## src/rtl/sbs8_ram.sv

```systemverilog
`timescale 1ns / 1ps
// ----------------------------------------------------------------------------
// sbs8_ram
// Generic simple dual-port RAM, one write port and one registered read port.
// ----------------------------------------------------------------------------
module sbs8_ram #(
   parameter int WIDTH = 8,
   parameter int DEPTH = 32
) (
   input  logic                     clock,
   input  logic                     wr_en,
   input  logic [$clog2(DEPTH)-1:0] wr_addr,
   input  logic [WIDTH-1:0]         wr_data,
   input  logic [$clog2(DEPTH)-1:0] rd_addr,
   output logic [WIDTH-1:0]         rd_data
);

   logic [WIDTH-1:0] mem [DEPTH];

   // write and registered read
   always_ff @(posedge clock) begin
      if (wr_en) begin
         mem[wr_addr] <= wr_data;
      end
      rd_data <= mem[rd_addr];
   end

endmodule

```

## config.mk

```make
export PLATFORM = sky130hd
export DESIGN_NAME = sbs8_ram
export DESIGN_NICKNAME = d
export VERILOG_FILES = /design/src/rtl/sbs8_ram.sv
export SDC_FILE = /design/constraint.sdc
export NUM_CORES = 1
export LEC_CHECK = 0
export BUFFER_PORTS_ARGS = -buffer_cell sky130_fd_sc_hd__buf_2
export CAP_MARGIN = 30
export CORE_ASPECT_RATIO = 1.25
export CORE_MARGIN = 2
export CORE_UTILIZATION = 45
export DETAILED_ROUTE_END_ITERATION = 6
export PLACE_DENSITY = 0.64
export SYNTH_ARGS = -nofsm -noshare
export SYNTH_HDL_FRONTEND = slang
export SYNTH_SLANG_ARGS = --single-unit
```

## constraint.sdc

```tcl
create_clock -name clock -period 2.6 [get_ports clock]
set_input_delay 0.52 -clock clock [delete_from_list [all_inputs] [get_ports clock]]
set_output_delay 0.52 -clock clock [all_outputs]
set_load 0.02 [all_outputs]
```

# ---- Yosys cells after proc, flatten, opt, wreduce, memory -nomap -nowiden
# Memories as Yosys holds them, arrays and structs flattened. A register that Yosys moved wholly into a read port is not among the register bits.
# Index checks and enable logic that the tools add are counted.
dict set report op_classes {
  n_mux 2
}
# op count
set op_table {}
lappend op_table {{$mux 1} 2}
dict set report totals {
  reg_bits 0
  ram_bits 256
  in_bits 20
  output_inout_bits 8
  word_cells 3
  n_memories 1
}
# memory words width read_ports rd_ports_with_merged_regs write_ports line_no
set mem_list {}
lappend mem_list {mem 32 8 1 1 1 18} ;# logic [WIDTH-1:0] mem [DEPTH];

# ---- Longest topological paths before layout
dict set report logic_depth {
  word_depth 2
  mapped_depth 5
}

# ---- Worst setup path before layout
# OpenSTA, ideal clock, no wires.
dict set report synth_timing {
  path_kind {input to register}
  startpoint {in rd_addr[2]}
  endpoint {reg rd_data[0], read port of mem}
  setup_ns 0.121
  t_arrival_ns 2.202
  path_slack_ns 0.278
  cell_stages 5
  n_path_buf 2
  cell_sequence {clkbuf_1 -> clkbuf_1 -> mux4_2 -> mux4_2 -> mux2_2}
}
# item line_no
set synth_lines {}
lappend synth_lines {{from (decl)} 14} ;# input logic [$clog2(DEPTH)-1:0] rd_addr,
lappend synth_lines {{to (decl)} 15} ;# output logic [WIDTH-1:0] rd_data

==> out/results.md <==
| Group | Parameter | This run |
|:---|:---|:---|
| status | Status | completed |
| setup path | Crit path DAT | 2.41 ns |
| placement | Placed cell areas | 0.0108 mm^2 |
| floorplanning | I/O pin count | 28 |
| pwr | Total power divided by cell area | 762 mW/mm^2 |
| cells and area | Most common library cell in the layout ignoring fill and taps | sky130_fd_sc_hd__edfxtp_1 |
| placement | Place WS | 0.0481 ns |
| yosys | Cell type with the largest total area after synthesis | sky130_fd_sc_hd__edfxtp_1 |
| clocking | Clock input transition at the sequential cells of the worst setup and hold paths | 0.07 ns |
| grt | Total Routing Usage GR | 17.6% |
| placement | HPWL after detailed placement | 12500 um |
| floorplanning | Die height | 171 um |
| timing | Final Hold Slack | 0.480 ns |
| routing | Wire length per cell after detailed routing | 24.8 um |
| clocking | Post-CTS Resized | 0 |
| timing | Setup violations, final | 0 |
| routing | Met3 wire len | 1210 um |
| routing | Detailed-routing wirelength on met1 | 8120 um |
| hold path | End point of the worst hold path | rd_data[6]$_DFF_P_ |
| setup path | Start-to-end type of the worst setup path | in -> reg |
| clocking | Num Clock Sinks | 264 |
| grt | Number of global-route vias before repair | 4606 |
| floorplanning | Placement row count | 61 |
| setup path | Worst Path Required | 3.01 ns |
| floorplanning | Initial core utilization | 45.6% |
| routing | Highest layer used for signal routing | met4 |
| floorplanning | Core region area | 0.0221 mm^2 |
| cells and area | Fin area | 0.0116 mm^2 |
| clocking | Buffer count from post-CTS setup fixing | 0 |
| timing | Slew Limit Headroom | 57.5% |
| timing | Share of the clock period used by the worst path | 77.0% |
| routing | Remaining number of nets flagged by the antenna check after routing | 0 |
| yosys | Mean instance size in the synthesized netlist | 24.1 um^2 |
| clocking | Root Driver | sky130_fd_sc_hd__clkbuf_16 |
| setup path | R2r startpoint | mem[4][1]$_DFFE_PP_ |
| routing | DRT Pass-1 Iters | 4 |
| floorplanning | Horiz. Die Dim | 138 um |
| hold path | Instance count along the most critical hold path | 2 |
| yosys | Number of warnings issued by yosys | 0 |
| placement | Final Wtd Congestion | 0.772 |
| yosys | Count of mapped cells out of synthesis | 417 |
| clocking | Clk Latency, worst-skew pair | 0.52 ns |
| routing | Routed wire length | 19500 um |
| timing | Maximum clock frequency | 499 MHz |
| routing | Number of design-rule violations left by the first detailed-router iteration | 567 |
| setup path | Crit Reg-Reg Endpoint | rd_data[1]$_DFF_P_ |
| grt | Pin count of the biggest net entering global routing | 47 |
| grt | Number of antenna violations at the first check in global routing | 0 |
| cells and area | Commonest cells after routing, fill and taps aside | 256 x sky130_fd_sc_hd__edfxtp_1, 80 x sky130_fd_sc_hd__mux4_2, 36 x sky130_fd_sc_hd__buf_4 |
| routing | Met2 wire len | 9620 um |
| timing | Post-route setup TNS | 0 ns |
| placement | Count of port buffers added during placement | 27 |
| clocking | Number of buffers between clock root and the deepest sink | 3 |
| yosys | Nets in the synthesized netlist | 437 |
| cells and area | # diodes | 0 |
| cells and area | Share of post-route cells with drive strength above 1 | 38.1% |
| yosys | Total standard cell area after synthesis | 0.0101 mm^2 |
| grt | First-pass GRT wire length | 29900 um |
| hold path | Start point of the worst hold path | rd_addr[3] |
| cells and area | Post-synthesis to final-layout area growth | 15.3% |
| cells and area | Post-layout util | 52.5% |
| routing | Via count | 4476 |
| hold path | Min-delay worst type | in -> reg |
| grt | Gr ovfl total | 0 |
| setup path | Sort of element at the start of the critical path | input pin |
| yosys | Number of different library cells in the post-synthesis netlist | 15 |
| floorplanning | Full die area | 0.0236 mm^2 |
| timing | Clock period minus final worst setup slack | 2.00 ns |
| setup path | Worst reg-to-reg path cell count | 3 |
| timing | RSZ-0062 raised after global routing | false |
| timing | Slew Viols, Final | 0 |
| routing | Residual DRC | 0 |
| timing | Setup WS post-layout | 0.597 ns |
| yosys | Main area contributors after synthesis | sky130_fd_sc_hd__edfxtp_1 76%, sky130_fd_sc_hd__mux4_2 18%, sky130_fd_sc_hd__dfxtp_1 1.6%, sky130_fd_sc_hd__nor2_1 1.2%, sky130_fd_sc_hd__mux2_2 0.90% |
| clocking | Number of buffers created by CTS | 24 |
| clocking | TritonCTS clock tree | built |
| pwr | Maximum VDD drop | 0.419 mV |
| job | Number of violations of the max-capacitance limit | 0 |
| setup path | Critical path peak fanout | 28 |
| timing | Largest clock skew in the final design | 0.0159 ns |
| setup path | Kind of end point of the critical path | flip-flop |
| routing | Number of vias per cell | 5.69 |
| pwr | Lkg Pwr | 3.69 nW |
| yosys | Register bit count reported by yosys | 264 |
| setup path | Setup slack of the most critical reg-to-reg path | 0.76 ns |
| clocking | Number of H-tree levels | 1 |
| yosys | Post-synth top area share | 76.5% |
| yosys | Register area share after synthesis | 78.1% |
| cells and area | Final nets | 509 |
| clocking | Number of hold-repair buffers added at the cts stage | 0 |
| timing | Slew at the pin closest to its max-slew limit | 0.638 ns |
| timing | Hold violation total from the final report | 0 |
==> flip-flops by register name (all words and copies together) (netlist names) <==
name and count:
rd_data 8, mem 256
==> synthesized netlist by cell type <==
| master | instances |
|---|---|
| sky130_fd_sc_hd__buf_1 | 6 |
| sky130_fd_sc_hd__buf_2 | 1 |
| sky130_fd_sc_hd__buf_4 | 6 |
| sky130_fd_sc_hd__buf_6 | 1 |
| sky130_fd_sc_hd__clkbuf_1 | 6 |
| sky130_fd_sc_hd__dfxtp_1 | 8 |
| sky130_fd_sc_hd__edfxtp_1 | 256 |
| sky130_fd_sc_hd__mux2_2 | 8 |
| sky130_fd_sc_hd__mux4_2 | 80 |
| sky130_fd_sc_hd__nand2_1 | 1 |
| sky130_fd_sc_hd__nand3_1 | 2 |
| sky130_fd_sc_hd__nand3b_1 | 5 |
| sky130_fd_sc_hd__nor2_1 | 33 |
| sky130_fd_sc_hd__or3_1 | 1 |
| sky130_fd_sc_hd__or3b_2 | 3 |
==> through the flow <==
stage | power [mW] | instances
finish | 8.83 | 787
global route | 9.09 | 787
detailed placement | 5.32 | 746
floorplan | 5.11 | 417
global placement | 5.31 | 746
CTS | 8.90 | 787
==> final cells by class <==
cell class                 count  area, um^2
sequential                   264        7850
clock buffer                  26         629
fill                        1638       10500
clock inverter                15         176
timing repair buffer          66         480
multi-input combinational    133        2100
tap                          283         354
==> routing by layer <==
metal | GRT usage, % | up-vias
met1 | 25.2 | 2386
met5 | 0 | -
met4 | 5.46 | 0
met2 | 28.2 | 141
li1 | - | 1914
met3 | 2.61 | 35
==> where the power goes <==
group	total (mW)	switching (mW)	internal, mW
clock network	3.61	1.48	2.13
logic	0.465	0.261	0.204
registers	4.75	0.0224	4.73
==> worst max path at each step <==
stage          slack [ns]                 end       start
2_1_floorplan        0.28  rd_data[0]$_DFF_P_  rd_addr[2]
3_3_place_gp         0.06  rd_data[7]$_DFF_P_  rd_addr[0]
3_5_place_dp         0.05  rd_data[4]$_DFF_P_  rd_addr[0]
4_1_cts              0.59  rd_data[4]$_DFF_P_  rd_addr[0]
5_1_grt              0.55  rd_data[4]$_DFF_P_  rd_addr[0]
6_report             0.60  rd_data[4]$_DFF_P_  rd_addr[0]
==> cells by family (layout without fill, tap and decap cells) <==
kind of cell | Yosys count | in the layout | synth area share [%]
AND/OR/NAND/NOR | 45 | 45 | 2.07
multiplexers | 88 | 88 | 18.8
flip-flops | 264 | 264 | 78.1
buffers and inverters | 20 | 107 | 1.06
==> critical path, stage by stage <==
cell,delay (ns)
sky130_fd_sc_hd__buf_4,0.17
sky130_fd_sc_hd__buf_12,0.26
sky130_fd_sc_hd__mux4_2,0.58
sky130_fd_sc_hd__mux4_2,0.55
sky130_fd_sc_hd__mux2_2,0.29
Power figures use the tool's default switching activity.
